`src/rtl/display_list_line_sequencer_unit_assert.svh`:
```
// Assertion macros for the display list line sequencer.
`ifndef DISPLAY_LIST_LINE_SEQUENCER_UNIT_ASSERT_SVH
`define DISPLAY_LIST_LINE_SEQUENCER_UNIT_ASSERT_SVH

// Check an implication on every clock edge outside reset.
`define DLLS_ASSERT_IMP(label, clk, rst_n, ante, cons, msg) \
  label: assert property (@(posedge clk) disable iff (!rst_n) (ante) |-> (cons)) \
    else $error(msg);

// Check a next-cycle implication on every clock edge outside reset.
`define DLLS_ASSERT_NEXT(label, clk, rst_n, ante, cons, msg) \
  label: assert property (@(posedge clk) disable iff (!rst_n) (ante) |=> (cons)) \
    else $error(msg);

`endif

```
`src/rtl/dlls_pkg.sv`:
```
// ----------------------------------------------------------------------------
// dlls_pkg
// Types, codes and tables shared by the display list line sequencer.
// ----------------------------------------------------------------------------
package dlls_pkg;

  localparam int unsigned VblankLineDef   = 248;
  localparam int unsigned FirstVisibleDef = 8;
  localparam int unsigned VisibleLinesDef = 240;
  localparam int unsigned CyclesPerLineDef = 114;
  localparam int unsigned GuardDef        = 64;

  localparam logic [2:0] ACT_WRITE = 3'd0;
  localparam logic [2:0] ACT_READ  = 3'd1;
  localparam logic [2:0] ACT_FRAME = 3'd2;
  localparam logic [2:0] ACT_LINE  = 3'd3;
  localparam logic [2:0] ACT_MEM   = 3'd4;

  localparam logic [1:0] KIND_READ  = 2'd0;
  localparam logic [1:0] KIND_FETCH = 2'd1;
  localparam logic [1:0] KIND_LINE  = 2'd2;

  localparam logic [2:0] PH_IDLE = 3'd0;
  localparam logic [2:0] PH_INSN = 3'd1;
  localparam logic [2:0] PH_JLO  = 3'd2;
  localparam logic [2:0] PH_JHI  = 3'd3;
  localparam logic [2:0] PH_LLO  = 3'd4;
  localparam logic [2:0] PH_LHI  = 3'd5;

  localparam logic [3:0] REG_DMACTL = 4'h0;
  localparam logic [3:0] REG_CHACTL = 4'h1;
  localparam logic [3:0] REG_DLISTL = 4'h2;
  localparam logic [3:0] REG_DLISTH = 4'h3;
  localparam logic [3:0] REG_HSCROL = 4'h4;
  localparam logic [3:0] REG_VSCROL = 4'h5;
  localparam logic [3:0] REG_PMBASE = 4'h7;
  localparam logic [3:0] REG_CHBASE = 4'h9;
  localparam logic [3:0] REG_WSYNC  = 4'hA;
  localparam logic [3:0] REG_VCOUNT = 4'hB;
  localparam logic [3:0] REG_NMIEN  = 4'hE;
  localparam logic [3:0] REG_NMIST  = 4'hF;

  // Datapath operations chosen by the controller.
  typedef enum logic [3:0] {
    OP_NONE,
    OP_WRITE,
    OP_READ,
    OP_FRAME,
    OP_LINE,
    OP_MEM,
    OP_FINISH
  } dlls_op_e;

  typedef struct packed {
    dlls_op_e op;
  } dlls_cmd_t;

  typedef struct packed {
    logic fin_pending;
    logic has_result;
  } dlls_sts_t;

  function automatic logic [4:0] blk_lines(input logic [3:0] m);
    logic [4:0] r;
    unique case (m)
      4'd2, 4'd4, 4'd6, 4'd8: r = 5'd8;
      4'd3:                   r = 5'd10;
      4'd5, 4'd7:             r = 5'd16;
      4'd9, 4'd10:            r = 5'd4;
      4'd11, 4'd13:           r = 5'd2;
      default:                r = 5'd1;
    endcase
    return r;
  endfunction

  // Bytes per row: width / span, width in {0,256,320,384}.
  function automatic logic [15:0] block_bytes(input logic [3:0] m, input logic [1:0] w);
    logic [8:0] wd;
    logic [15:0] r;
    unique case (w)
      2'd0: wd = 9'd0;
      2'd1: wd = 9'd256;
      2'd2: wd = 9'd320;
      default: wd = 9'd384;
    endcase
    unique case (m)
      4'd2, 4'd3, 4'd4, 4'd5, 4'd13, 4'd14, 4'd15: r = {10'd0, wd[8:3]};
      4'd6, 4'd7, 4'd10, 4'd11, 4'd12:             r = {11'd0, wd[8:4]};
      4'd8, 4'd9:                                  r = {12'd0, wd[8:5]};
      default:                                     r = 16'd0;
    endcase
    return r;
  endfunction

endpackage

```
`src/rtl/display_list_line_sequencer_unit.sv`:
```
// ----------------------------------------------------------------------------
// display_list_line_sequencer_unit
// Display list line sequencer: register port, list fetch and line finish.
// ----------------------------------------------------------------------------
// channel | valid     | stall     | payload
// in      | in_valid_i | in_stall_o | action, reg_offset, write_value,
//         |           |           | line_number, mem_byte
// out     | out_valid_o| out_stall_i| result_kind ... screen_address
// An item without a result is taken in the idle state; a read or fetch result
// goes on to the output state, where it may be stalled, and a finished line
// first passes through the finish state. The controller state sets this.
// Reset clears all registers. Input is stalled while a result waits.
module display_list_line_sequencer_unit #(
  parameter int unsigned VBLANK_LINE     = dlls_pkg::VblankLineDef,
  parameter int unsigned FIRST_VISIBLE   = dlls_pkg::FirstVisibleDef,
  parameter int unsigned VISIBLE_LINES   = dlls_pkg::VisibleLinesDef,
  parameter int unsigned CYCLES_PER_LINE = dlls_pkg::CyclesPerLineDef,
  parameter int unsigned GUARD           = dlls_pkg::GuardDef
) (
  input  logic        clk_i,
  input  logic        rst_ni,
  input  logic        in_valid_i,
  output logic        in_stall_o,
  input  logic [2:0]  action_i,
  input  logic [3:0]  reg_offset_i,
  input  logic [7:0]  write_value_i,
  input  logic [8:0]  line_number_i,
  input  logic [7:0]  mem_byte_i,
  output logic        out_valid_o,
  input  logic        out_stall_i,
  output logic [1:0]  result_kind_o,
  output logic [7:0]  read_data_o,
  output logic [15:0] fetch_address_o,
  output logic [6:0]  stolen_cycles_o,
  output logic [1:0]  nmi_raised_o,
  output logic [3:0]  line_mode_o,
  output logic [4:0]  block_row_o,
  output logic [15:0] screen_address_o
);
  import dlls_pkg::*;

  dlls_cmd_t cmd;
  dlls_sts_t sts;

  dlls_ctrl u_ctrl (
    .clk_i, .rst_ni, .in_valid_i, .in_stall_o, .action_i,
    .out_valid_o, .out_stall_i, .cmd_o(cmd), .sts_i(sts)
  );

  dlls_datapath #(
    .VBLANK_LINE(VBLANK_LINE), .FIRST_VISIBLE(FIRST_VISIBLE),
    .VISIBLE_LINES(VISIBLE_LINES), .CYCLES_PER_LINE(CYCLES_PER_LINE),
    .GUARD(GUARD)
  ) u_dp (
    .clk_i, .rst_ni, .cmd_i(cmd), .sts_o(sts), .reg_offset_i, .write_value_i,
    .line_number_i, .mem_byte_i, .result_kind_o, .read_data_o, .fetch_address_o,
    .stolen_cycles_o, .nmi_raised_o, .line_mode_o, .block_row_o, .screen_address_o
  );

`include "display_list_line_sequencer_unit_assert.svh"

  `DLLS_ASSERT_IMP(a_out_stalls_in, clk_i, rst_ni, out_valid_o, in_stall_o, "input open with result")
  `DLLS_ASSERT_IMP(a_kind_ok, clk_i, rst_ni, out_valid_o, result_kind_o != 2'd3, "bad kind")
  `DLLS_ASSERT_NEXT(a_out_held, clk_i, rst_ni, out_valid_o && out_stall_i, out_valid_o && $stable(result_kind_o), "result dropped")

endmodule

```
`src/rtl/dlls_ctrl.sv`:
```
// ----------------------------------------------------------------------------
// dlls_ctrl
// Controller: accepts items, sequences datapath operations, drives the output.
// ----------------------------------------------------------------------------
module dlls_ctrl (
  input  logic                clk_i,
  input  logic                rst_ni,
  input  logic                in_valid_i,
  output logic                in_stall_o,
  input  logic [2:0]          action_i,
  output logic                out_valid_o,
  input  logic                out_stall_i,
  output dlls_pkg::dlls_cmd_t cmd_o,
  input  dlls_pkg::dlls_sts_t sts_i
);
  import dlls_pkg::*;

  localparam logic [1:0] ST_IDLE = 2'd0;
  localparam logic [1:0] ST_FIN  = 2'd1;
  localparam logic [1:0] ST_OUT  = 2'd2;

  logic [1:0] state_q, state_d;
  logic       accept;

  assign in_stall_o  = (state_q != ST_IDLE);
  assign out_valid_o = (state_q == ST_OUT);
  assign accept      = in_valid_i && !in_stall_o;

  always_comb begin
    cmd_o.op = OP_NONE;
    if (accept) begin
      unique case (action_i)
        ACT_WRITE: cmd_o.op = OP_WRITE;
        ACT_READ:  cmd_o.op = OP_READ;
        ACT_FRAME: cmd_o.op = OP_FRAME;
        ACT_LINE:  cmd_o.op = OP_LINE;
        ACT_MEM:   cmd_o.op = OP_MEM;
        default:   cmd_o.op = OP_NONE;
      endcase
    end else if (state_q == ST_FIN) begin
      cmd_o.op = OP_FINISH;
    end
  end

  always_comb begin
    state_d = state_q;
    unique case (state_q)
      ST_IDLE: begin
        if (accept) begin
          if (sts_i.fin_pending) state_d = ST_FIN;
          else if (sts_i.has_result) state_d = ST_OUT;
        end
      end
      ST_FIN: state_d = ST_OUT;
      ST_OUT: begin
        if (!out_stall_i) state_d = ST_IDLE;
      end
      default: state_d = ST_IDLE;
    endcase
  end

  always_ff @(posedge clk_i or negedge rst_ni) begin
    if (!rst_ni) begin
      state_q <= ST_IDLE;
    end else begin
      state_q <= state_d;
    end
  end

endmodule

```
`src/rtl/dlls_datapath.sv`:
```
// ----------------------------------------------------------------------------
// dlls_datapath
// Registers, instruction decode and line finish arithmetic.
// ----------------------------------------------------------------------------
module dlls_datapath #(
  parameter int unsigned VBLANK_LINE     = dlls_pkg::VblankLineDef,
  parameter int unsigned FIRST_VISIBLE   = dlls_pkg::FirstVisibleDef,
  parameter int unsigned VISIBLE_LINES   = dlls_pkg::VisibleLinesDef,
  parameter int unsigned CYCLES_PER_LINE = dlls_pkg::CyclesPerLineDef,
  parameter int unsigned GUARD           = dlls_pkg::GuardDef
) (
  input  logic                clk_i,
  input  logic                rst_ni,
  input  dlls_pkg::dlls_cmd_t cmd_i,
  output dlls_pkg::dlls_sts_t sts_o,
  input  logic [3:0]          reg_offset_i,
  input  logic [7:0]          write_value_i,
  input  logic [8:0]          line_number_i,
  input  logic [7:0]          mem_byte_i,
  output logic [1:0]          result_kind_o,
  output logic [7:0]          read_data_o,
  output logic [15:0]         fetch_address_o,
  output logic [6:0]          stolen_cycles_o,
  output logic [1:0]          nmi_raised_o,
  output logic [3:0]          line_mode_o,
  output logic [4:0]          block_row_o,
  output logic [15:0]         screen_address_o
);
  import dlls_pkg::*;

  localparam logic [8:0] VblL  = 9'(VBLANK_LINE);
  localparam logic [8:0] FvisL = 9'(FIRST_VISIBLE);
  localparam logic [9:0] LvisL = 10'(FIRST_VISIBLE + VISIBLE_LINES);
  localparam logic [7:0] CapL  = 8'(CYCLES_PER_LINE - 8);
  localparam logic [6:0] GuardL = 7'(GUARD);

  logic [7:0]  dma_q, chctl_q, pmb_q, chb_q, nmien_q, nmist_q;
  logic [3:0]  hsa_q, vsa_q;
  logic [15:0] lst_q, lp_q, scan_q;
  logic [3:0]  mode_q;
  logic [4:0]  row_q, hgt_q;
  logic        dli_q, hson_q, vson_q, fin_q, wsync_q;
  logic [8:0]  vcount_q, pline_q;
  logic [2:0]  ph_q;
  logic [7:0]  instr_q, lo_q;
  logic [6:0]  guard_q;
  logic [7:0]  pst_q;
  logic [1:0]  pnmi_q;

  logic [1:0]  kind_q;
  logic [7:0]  rd_q;
  logic [15:0] fa_q, scr_q;
  logic [6:0]  st_q;
  logic [1:0]  nr_q;
  logic [3:0]  lm_q;
  logic [4:0]  br_q;

  logic [15:0] bb;
  logic [7:0]  stolen_sum;
  logic [4:0]  row_inc;
  logic [6:0]  guard_inc;
  logic [15:0] target;
  logic        need_new, dli_hit;

  assign bb         = block_bytes(mode_q, dma_q[1:0]);
  assign row_inc    = row_q + 5'd1;
  assign guard_inc  = guard_q + 7'd1;
  assign target     = {mem_byte_i, lo_q};
  assign need_new   = (line_number_i < VblL) && (row_q >= hgt_q);
  assign dli_hit    = (pline_q < VblL) && dli_q && (hgt_q != 5'd0) &&
                      (row_q == hgt_q - 5'd1);

  always_comb begin
    stolen_sum = pst_q;
    if ((pline_q >= FvisL) && ({1'b0, pline_q} < LvisL) && (mode_q >= 4'd2)) begin
      stolen_sum = pst_q + ((mode_q <= 4'd7) ? {bb[6:0], 1'b0} : bb[7:0]);
    end
  end

  always_comb begin
    sts_o.fin_pending = 1'b0;
    sts_o.has_result  = 1'b0;
    unique case (cmd_i.op)
      OP_READ: sts_o.has_result = 1'b1;
      OP_LINE: begin
        sts_o.has_result  = 1'b1;
        sts_o.fin_pending = !(need_new && dma_q[5] && !fin_q);
      end
      OP_MEM: begin
        sts_o.has_result = (ph_q != PH_IDLE) && (ph_q <= PH_LHI);
        unique case (ph_q)
          PH_INSN: sts_o.fin_pending = (mem_byte_i[3:0] != 4'd1) &&
                   ((mem_byte_i[3:0] == 4'd0) || !mem_byte_i[6]);
          PH_JHI:  sts_o.fin_pending = instr_q[6] || (guard_inc >= GuardL);
          PH_LHI:  sts_o.fin_pending = 1'b1;
          default: sts_o.fin_pending = 1'b0;
        endcase
      end
      default: ;
    endcase
  end

  always_ff @(posedge clk_i or negedge rst_ni) begin
    if (!rst_ni) begin
      dma_q <= '0; chctl_q <= '0; pmb_q <= '0; chb_q <= '0;
      nmien_q <= '0; nmist_q <= '0; hsa_q <= '0; vsa_q <= '0;
      lst_q <= '0; lp_q <= '0; scan_q <= '0; mode_q <= '0;
      row_q <= '0; hgt_q <= '0; dli_q <= 1'b0; hson_q <= 1'b0;
      vson_q <= 1'b0; fin_q <= 1'b0; wsync_q <= 1'b0;
      vcount_q <= '0; pline_q <= '0; ph_q <= PH_IDLE;
      instr_q <= '0; lo_q <= '0; guard_q <= '0; pst_q <= '0; pnmi_q <= '0;
      kind_q <= KIND_READ; rd_q <= '0; fa_q <= '0; scr_q <= '0;
      st_q <= '0; nr_q <= '0; lm_q <= '0; br_q <= '0;
    end else begin
      unique case (cmd_i.op)
        OP_WRITE: begin
          unique case (reg_offset_i)
            REG_DMACTL: dma_q <= write_value_i;
            REG_CHACTL: chctl_q <= write_value_i;
            REG_DLISTL: lst_q[7:0] <= write_value_i;
            REG_DLISTH: lst_q[15:8] <= write_value_i;
            REG_HSCROL: hsa_q <= write_value_i[3:0];
            REG_VSCROL: vsa_q <= write_value_i[3:0];
            REG_PMBASE: pmb_q <= write_value_i;
            REG_CHBASE: chb_q <= write_value_i;
            REG_WSYNC:  wsync_q <= 1'b1;
            REG_NMIEN:  nmien_q <= write_value_i;
            REG_NMIST:  nmist_q <= '0;
            default: ;
          endcase
        end
        OP_READ: begin
          {fa_q, st_q, nr_q, lm_q, br_q, scr_q} <= '0;
          kind_q <= KIND_READ;
          if (reg_offset_i == REG_VCOUNT) rd_q <= vcount_q[8:1];
          else if (reg_offset_i == REG_NMIST) rd_q <= nmist_q;
          else rd_q <= 8'hFF;
        end
        OP_FRAME: begin
          ph_q <= PH_IDLE; pnmi_q <= '0; lp_q <= lst_q;
          mode_q <= '0; row_q <= '0; hgt_q <= '0; fin_q <= 1'b0;
        end
        OP_LINE: begin
          ph_q <= PH_IDLE;
          vcount_q <= line_number_i;
          pline_q <= line_number_i;
          pst_q <= '0;
          pnmi_q <= '0;
          if (line_number_i == VblL) begin
            nmist_q <= {2'b01, nmist_q[5:0]};
            if (nmien_q[6]) pnmi_q <= 2'd2;
          end
          if (need_new) begin
            pst_q <= 8'd1;
            if (!dma_q[5] || fin_q) begin
              mode_q <= '0; hgt_q <= 5'd1; row_q <= '0;
            end else begin
              guard_q <= '0; ph_q <= PH_INSN;
              kind_q <= KIND_FETCH; fa_q <= lp_q;
              {rd_q, st_q, nr_q, lm_q, br_q, scr_q} <= '0;
            end
          end
        end
        OP_MEM: begin
          unique case (ph_q)
            PH_INSN: begin
              lp_q <= lp_q + 16'd1;
              instr_q <= mem_byte_i;
              dli_q <= mem_byte_i[7];
              if (mem_byte_i[3:0] == 4'd0) begin
                mode_q <= '0; row_q <= '0;
                hgt_q <= {2'b00, mem_byte_i[6:4]} + 5'd1;
              end else if (mem_byte_i[3:0] == 4'd1) begin
                ph_q <= PH_JLO; kind_q <= KIND_FETCH; fa_q <= lp_q + 16'd1;
                {rd_q, st_q, nr_q, lm_q, br_q, scr_q} <= '0;
              end else if (mem_byte_i[6]) begin
                ph_q <= PH_LLO; kind_q <= KIND_FETCH; fa_q <= lp_q + 16'd1;
                {rd_q, st_q, nr_q, lm_q, br_q, scr_q} <= '0;
              end else begin
                hson_q <= mem_byte_i[4]; vson_q <= mem_byte_i[5];
                mode_q <= mem_byte_i[3:0]; hgt_q <= blk_lines(mem_byte_i[3:0]);
                row_q <= '0;
              end
            end
            PH_JLO, PH_LLO: begin
              lp_q <= lp_q + 16'd1; lo_q <= mem_byte_i; ph_q <= ph_q + 3'd1;
              kind_q <= KIND_FETCH; fa_q <= lp_q + 16'd1;
              {rd_q, st_q, nr_q, lm_q, br_q, scr_q} <= '0;
            end
            PH_JHI: begin
              lp_q <= target;
              if (instr_q[6]) begin
                lst_q <= target; fin_q <= 1'b1;
                mode_q <= '0; hgt_q <= 5'd1; row_q <= '0;
              end else begin
                guard_q <= guard_inc;
                if (guard_inc >= GuardL) begin
                  fin_q <= 1'b1; mode_q <= '0; hgt_q <= 5'd1; row_q <= '0;
                end else begin
                  ph_q <= PH_INSN; kind_q <= KIND_FETCH; fa_q <= target;
                  {rd_q, st_q, nr_q, lm_q, br_q, scr_q} <= '0;
                end
              end
            end
            PH_LHI: begin
              lp_q <= lp_q + 16'd1;
              scan_q <= target;
              hson_q <= instr_q[4]; vson_q <= instr_q[5];
              mode_q <= instr_q[3:0]; hgt_q <= blk_lines(instr_q[3:0]);
              row_q <= '0;
            end
            default: ;
          endcase
        end
        OP_FINISH: begin
          ph_q <= PH_IDLE;
          kind_q <= KIND_LINE; rd_q <= '0; fa_q <= '0;
          st_q <= (stolen_sum > CapL) ? CapL[6:0] : stolen_sum[6:0];
          lm_q <= mode_q; br_q <= row_q; scr_q <= scan_q;
          pnmi_q <= '0;
          nr_q <= pnmi_q | {1'b0, dli_hit && nmien_q[7]};
          if (dli_hit) nmist_q <= {2'b10, nmist_q[5:0]};
          if ((pline_q < VblL) && (hgt_q != 5'd0)) begin
            row_q <= row_inc;
            if ((row_inc >= hgt_q) && (mode_q >= 4'd2)) scan_q <= scan_q + bb;
          end
        end
        default: ;
      endcase
    end
  end

  assign result_kind_o    = kind_q;
  assign read_data_o      = rd_q;
  assign fetch_address_o  = fa_q;
  assign stolen_cycles_o  = st_q;
  assign nmi_raised_o     = nr_q;
  assign line_mode_o      = lm_q;
  assign block_row_o      = br_q;
  assign screen_address_o = scr_q;

  logic unused;
  assign unused = ^{chctl_q, pmb_q, chb_q, hsa_q, vsa_q, hson_q, vson_q, wsync_q};

endmodule
```
`config.mk`:
```
export PLATFORM = sky130hd
export DESIGN_NAME = display_list_line_sequencer_unit
export DESIGN_NICKNAME = d
export VERILOG_FILES = /design/src/rtl/dlls_pkg.sv /design/src/rtl/display_list_line_sequencer_unit.sv /design/src/rtl/dlls_ctrl.sv /design/src/rtl/dlls_datapath.sv
export VERILOG_INCLUDE_DIRS = /design/src /design/src/rtl
export SDC_FILE = /design/constraint.sdc
export NUM_CORES = 1
export LEC_CHECK = 0
export BUFFER_PORTS_ARGS = -buffer_cell sky130_fd_sc_hd__buf_2
export CAP_MARGIN = 20
export CORE_UTILIZATION = 40
export CTS_CLUSTER_SIZE = 16
export DETAILED_ROUTE_END_ITERATION = 12
export GPL_TIMING_DRIVEN = 0
export PLACE_DENSITY = 0.61
export SLEW_MARGIN = 10
export SYNTH_ARGS = -nofsm -noshare
export SYNTH_HDL_FRONTEND = slang
export SYNTH_SLANG_ARGS = --single-unit
```
`constraint.sdc`:
```
create_clock -name clk_i -period 6.7 [get_ports clk_i]
set_clock_uncertainty 0.2 [all_clocks]
set_input_delay 0.67 -clock clk_i [delete_from_list [all_inputs] [get_ports clk_i]]
set_output_delay 0.67 -clock clk_i [all_outputs]
set_load 0.02 [all_outputs]
```
## After elaboration in Yosys (flattened, before gate mapping)

Memories as Yosys holds them, arrays and structs flattened.
Index checks and enable logic that the tools add are counted.

- Add/sub/neg operators: 8
- Magnitude comparators: 11
- Eq/ne operators: 70
- Multiplexer cells: 153
- Bitwise gates (word level): 3
- Reduce and logical (&&, ||, !) cells: 67

Operators by type and width:

| cell | number |
|---|---|
| 16-bit 2-to-1 mux | 19 |
| 16-bit case mux with 3 select lines | 3 |
| 16-bit case mux with 2 select lines | 4 |
| 8-bit 2-to-1 mux | 15 |
| 5-bit 2-to-1 mux | 22 |
| 7-bit 2-to-1 mux | 11 |
| 16-bit case mux with 4 select lines | 1 |
| 4-bit 2-to-1 mux | 15 |
| 5-bit case mux with 3 select lines | 4 |
| 8-bit case mux with 3 select lines | 2 |
| 4-bit equality test, second input constant | 11 |
| 2-bit 2-to-1 mux | 20 |
| 5-bit case mux with 4 select lines | 2 |
| 4-bit case mux with 3 select lines | 3 |
| 8-bit case mux with 4 select lines | 1 |
| 4-bit by 3-bit equality test with 1-bit output, second input constant | 7 |
| 7-bit case mux with 4 select lines | 1 |
| 9-bit by 8-bit less-than comparator with 1-bit output, second input constant | 3 |
| 9-bit case mux with 3 select lines | 1 |
| 4-bit by 2-bit equality test with 1-bit output, second input constant | 6 |
| 8-bit AND reduction | 3 |
| 2-bit by 1-bit inequality test with 1-bit output, second input constant | 11 |
| 3-bit 2-to-1 mux | 7 |
| 7-bit case mux with 3 select lines | 1 |
| 63 further kinds | 139 |

- Bits in registers: 192
- Memory bits (read-only): 160
- Input bits: 36
- Output and inout port bits: 62
- Logic and storage cells: 343
- Memories: 2

Memory list:

| name | words | width | read ports | clocked after Yosys merged registers in | wr ports | RTL line | text |
|---|---|---|---|---|---|---|---|
| (no name shown) | 16 | 5 | 1 | 0 | 0 | dlls_pkg.sv:65 | `unique case (m)` |
| (no name shown) | 16 | 5 | 1 | 0 | 0 | dlls_pkg.sv:65 |  |

## Longest topological paths before layout

- Word-level depth: 11
- Gate-level depth with buffers: 13
- Mapped depth without buffers: 12

## Cells and area by module

From an unflattened synthesis, not the netlist that was laid out.

- Cell total of the unflattened synthesis: 1046
- Area total of the unflattened synthesis: 9836.9 µm²

By module, submodules not included:

| module | instances | cells each | area an instance (µm²) |
|---|---|---|---|
| dlls_datapath | 1 | 1025 | 9664.3 |
| dlls_ctrl | 1 | 21 | 172.7 |

## Worst setup path before layout

OpenSTA, ideal clock, no wires.

- Path type: reg-to-reg
- Start: register u_dp.mode_q[1]
- End: register u_dp.scan_q[14]
- Library setup time: 79 ps
- Arrival: 2943 ps
- Required time: 6421 ps
- Setup slack: 3477 ps
- Cell stages (with the launch flop): 14
- Buffers on the path: 1
- Clock period less this slack: 3223 ps
- Cells stage by stage: dfrtp_1 clkbuf_1 o21ai_0 and2_1 o31ai_1 o221ai_1 a21o_1 ha_1 o21ai_0 o21bai_1 a21oi_1 or4_1 a21oi_1 a2bb2oi_1

- Cells in the longest elaborated chain, start to end: 7

RTL lines:

| element | RTL line | text |
|---|---|---|
| from (decl) | dlls_datapath.sv:40 | `logic [3:0] mode_q;` |
| from (signal assigned) | dlls_datapath.sv:181 | `mode_q <= mem_byte_i[3:0]; hgt_q <= blk_lines(mem_byte_i[3:0]);` |
| from (signal assigned) | dlls_datapath.sv:209 | `mode_q <= instr_q[3:0]; hgt_q <= blk_lines(instr_q[3:0]);` |
| 4-bit by 2-bit equality test with 1-bit output, or another cell as far along | dlls_pkg.sv:86 | `unique case (m)` |
| 7-bit OR reduction, or another cell as far along | dlls_pkg.sv:86 |  |
| 6-bit case mux with 3 select lines | dlls_pkg.sv:86 |  |
| 16-bit by 6-bit adder with 16-bit output | dlls_datapath.sv:225 | `if ((row_inc >= hgt_q) && (mode_q >= 4'd2)) scan_q <= scan_q + bb;` |
| 16-bit 2-to-1 mux | dlls_datapath.sv:225 |  |
| 16-bit 2-to-1 mux | dlls_datapath.sv:223 | `if ((pline_q < VblL) && (hgt_q != 5'd0)) begin` |
| 16-bit case mux with 2 select lines | dlls_datapath.sv:115 | `unique case (cmd_i.op)` |
| to (signal assigned) | dlls_datapath.sv:207 | `scan_q <= target;` |
| to (signal assigned) | dlls_datapath.sv:225 |  |
| to (decl) | dlls_datapath.sv:39 | `logic [15:0] lst_q, lp_q, scan_q;` |

Several ways; a longest one is shown, not always the timed one. The select of a mux whose other input is x is not followed.
A chain may end at the register's enable or synchronous reset.

## Worst setup path after layout

- Start: register u_dp.mode_q[2]
- End: register u_dp.scan_q[14]

The elaborated chain is that of the path after synthesis.

==> metrics.md <==
| Metric | Value |
|---|---|
| Status | complete, no violations |
| ANT cells | 0 |
| Yosys reg bits | around 170 |
| Max_cap viols | 0 |
| Top cell type's share of synthesized area | 43.09% |
| Area delta synth->final | 15.67% |
| Crit Path Max Fanout | 10 |
| Worst EP required | 6850 ps |
| DR DRC count | 0 |
| CTS Hold Buffers Added | 0 |
| Initial core utilization | 40.94% |
| Total setup buffers inserted after CTS | 0 |
| Crit path capture type | flop |
| Die X | 157.2 µm |
| I/O pin count | 98 |
| Critical path, cell by cell | clkbuf_1 > o21ai_0 > and2_1 > o31ai_1 > o221ai_1 > a21o_1 > ha_1 > o21ai_0 > o21bai_1 > a21oi_1 > or4_1 > a21oi_1 > a2bb2oi_1 |
| DRT Wirelength | 28570 µm |
| CTS Root Cell | clkbuf_16 |
| Post-synth EDFFs | 0 |
| Max Clock Freq | 265.2 MHz |
| Die ar. | 24720 µm² |
| Utilization after layout | 47.36% |
| Via Count | about 8500 |
| Register-to-Register Path Depth | 13 |
| Delay of the slowest critical-path stage | 600 ps |
| Setup TNS | 0 ps |
| Leak | 5.107 nW |
| Largest net degree at the start of global routing | 94 |
| Post-route ant nets | 0 |
| Routed wire per std cell | 19.19 µm |
| Slowest cell on the critical path | or4_1 |
| Syn_nets | 1113 |
| DP Cell Count | between 1000 and 1500 |
| Clk slew on worst S/H paths | about 70 ps |
| CTS sink cnt | 166 |
| Core area | 23540 µm² |
| CTS tree | yes |
| Drt first pass iters | 5 |
| Post-CTS Resized | 0 |
| Min cycle time layout | 3770 ps |
| CTS buffer count | 17 |
| Max Root-Sink Buffers | 2 |
| Syn Std Cell Area | roughly 9600 µm² |
| Slew headroom | around 29% |
| Crit path DAT | a little under 4000 ps |
| Final-report setup violation count | 0 |
| Final Cycle Share | 56.27% |
| Cell count after synthesis | around 1000 |
| Max-slew violation count | 0 |
| WS Path Type | flop to flop |
| Detailed Place HPWL | 21020 µm |
| Number of global-route vias before repair | 8122 |
| Startpoint Class | flop |
| Leading cell types by total area after synthesis | dfrtp_1 (43%), nand2_1 (5.5%), ha_1 (4.3%) |
| Die height | 157.2 µm |
| DRT iter0 DRCs | 618 |
| Synth warnings | 0 |
| RSZ-0062 raised after global routing | false |
| Mean Syn Cell Area | 9.242 µm² |
| Worst Tran Pin Value | 1058 ps |
| Leading area contributor after synthesis | dfrtp_1 |
| # H-tree levels | 4 |
| Fraction of registers with async set/reset | 100.0% |
| Final non-filler cell total | 1489 |
| Layout Nets | 1227 |
| Synth cell types | 70 |
| First-pass GRT wire length | 45150 µm |
| Initial antenna violation count | 0 |
| Commonest register cell after synthesis | dfrtp_1 |
| GPL Wtd Cong | 0.8714 |
| Number of I/O port buffers | 94 |
| Hold Violations, Final | 0 |
| PD cells | 282.8 nW/µm² |
| Max VDD drop | 0.0001656 V |
| Layout cell share with drive strength beyond 1 | between 10% and 20% |
| Global route overflow | 0 |
| Hold Crit Class | input pin to asynchronous set/reset pin |
| Drt via density | 5.697 |
| Clock Latency Late Sink | around 430 ps |
| Rows | 56 |
| Total Routing Usage GR | 23.83% |
| Sequential area share after synthesis | 43.09% |
-- stage by stage --
step | setup WS (ps) | hold WS [ps] | instance area, µm² | power [W]
CTS | 2981 | 40.12 | 11150 | 0.003164
global route | 2679 | 50.29 | 11150 | 0.003311
finish | 2930 | 10.19 | 11150 | 0.003153
global placement | 2031 | 255.7 | 10510 | 0.002136
floorplan | 3477 | 174.4 | 9639 | 0.001869
detailed placement | 3073 | 260.3 | 10550 | 0.002152
-- report_power, final --
part / switching [W] / internal, W / total [W] / leakage, nW
Combinational: 0.000435 / 0.000322 / 0.000757 / 2.62
Sequential: 0.000194 / 0.00119 / 0.00138 / 2.19
Clock: 0.000421 / 0.000593 / 0.00101 / 0.290
-- cell usage after synthesis, types with 4 or more instances --
library cell / number
dfrtp_1: 166
nand2_1: 140
nor2_1: 89
a21oi_1: 70
o21ai_0: 63
clkbuf_1: 43
a22o_1: 36
a31oi_1: 36
ha_1: 33
nand3_1: 31
inv_1: 30
mux2_2: 26
mux2_4: 20
nand2b_1: 20
a211oi_1: 18
nor3_1: 16
xnor2_1: 14
buf_2: 12
a21o_1: 11
o22ai_1: 11
mux2i_1: 10
nor2b_1: 10
xor2_1: 10
and3_1: 9
nor3b_1: 7
o31ai_1: 7
or3_1: 7
a211o_1: 6
nor4_1: 6
o21a_1: 6
a2bb2oi_1: 5
mux2_1: 5
nand4_1: 5
o211ai_1: 5
buf_1: 4
o32ai_1: 4
-- state kept, by name (all words and copies together), names as in the netlist, 3 cells and up --
signal	count
u_dp.guard_q	7
u_dp.scan_q	16
u_dp.stolen_cycles_o	7
u_dp.fetch_address_o	16
u_dp.line_mode_o	4
u_dp.block_row_o	5
u_dp.lst_q	16
u_dp.dma_q	3
u_dp.lo_q	8
u_dp.read_data_o	8
u_dp.hgt_q	5
u_dp.lp_q	16
u_dp.mode_q	4
u_dp.row_q	5
u_dp.instr_q	5
u_dp.screen_address_o	16
u_dp.ph_q	3
u_dp.vcount_q	8
-- placed cells by master, fill, tap and decap left out, types with 4 or more instances in the layout --
cell / n
o31ai_1: 7
nand2b_1: 20
and3_1: 9
xnor2_1: 14
xor2_1: 10
or3_1: 7
nand3_1: 31
a21o_1: 11
a2bb2oi_1: 5
a22o_1: 36
mux2_4: 20
nor2b_1: 10
buf_2: 105
nor2_1: 89
buf_1: 4
nor3_1: 16
mux2_2: 26
a211oi_1: 18
clkbuf_16: 17
dfrtp_1: 166
a211o_1: 6
mux2i_1: 10
a21oi_1: 70
clkbuf_1: 45
inv_1: 30
o21a_1: 6
a31oi_1: 36
mux2_1: 5
nor3b_1: 7
clkbuf_8: 4
ha_1: 33
o22ai_1: 11
nand4_1: 5
o32ai_1: 4
nand2_1: 140
o21ai_0: 63
nor4_1: 6
o211ai_1: 5
-- layout make-up --
type / instances / area (µm²)
Sequential cell: 166 / 4154
Clock buffer: 23 / 488.0
Timing Repair Buffer: 95 / 508.0
Buffer: 62 / 270.3
Fill cell: 2285 / 12390
Inverter: 30 / 112.6
Clock inverter: 9 / 115.1
Multi-Input combinational cell: 785 / 5102
Tap cell: 319 / 399.1
-- worst paths after layout --
kind                                                   start                                    end  slack, ps
min in group clk_i                          line_number_i[2]           u_dp.vcount_q[2]$_DFFE_PN0P_        250
hold / removal                                        rst_ni      u_dp.result_kind_o[0]$_DFFE_PN0P_         10
setup / recovery                  u_dp.mode_q[2]$_DFFE_PN0P_            u_dp.scan_q[14]$_DFFE_PN0P_       2930
setup reg to reg                  u_dp.mode_q[2]$_DFFE_PN0P_            u_dp.scan_q[14]$_DFFE_PN0P_       2930
hold reg to reg            u_dp.result_kind_o[1]$_DFFE_PN0P_      u_dp.result_kind_o[1]$_DFFE_PN0P_        270
max in group asynchronous                             rst_ni  u_dp.screen_address_o[15]$_DFFE_PN0P_       5430
-- per-layer routing --
layer,part of all wire (%),up-vias,global-route usage (%)
li1,-,4013,-
met1,46,4149,32.47
met2,47,282,38.69
met3,5.3,39,3.965
met4,1.9,0,7.120
met5,0,-,0
-- critical path: cells and delay by family (launching register included) --
family / cells / cell delay, ps
buf+inv: 1 / 360
compound gates: 9 / 1620
flops: 1 / 350
simple gates: 2 / 800
fa+ha+maj: 1 / 370
-- logic make-up after synthesis --
group           count (synthesis)  synth area share [%]
buf+inv                        92                 3.972
mux                            61                 7.775
flops                         166                 43.09
fa+ha+maj                      34                 4.491
simple gates                  356                 17.25
xor+xnor                       24                 2.181
compound gates                310                 21.24
Note: power is estimated with default switching activity, not from simulation.
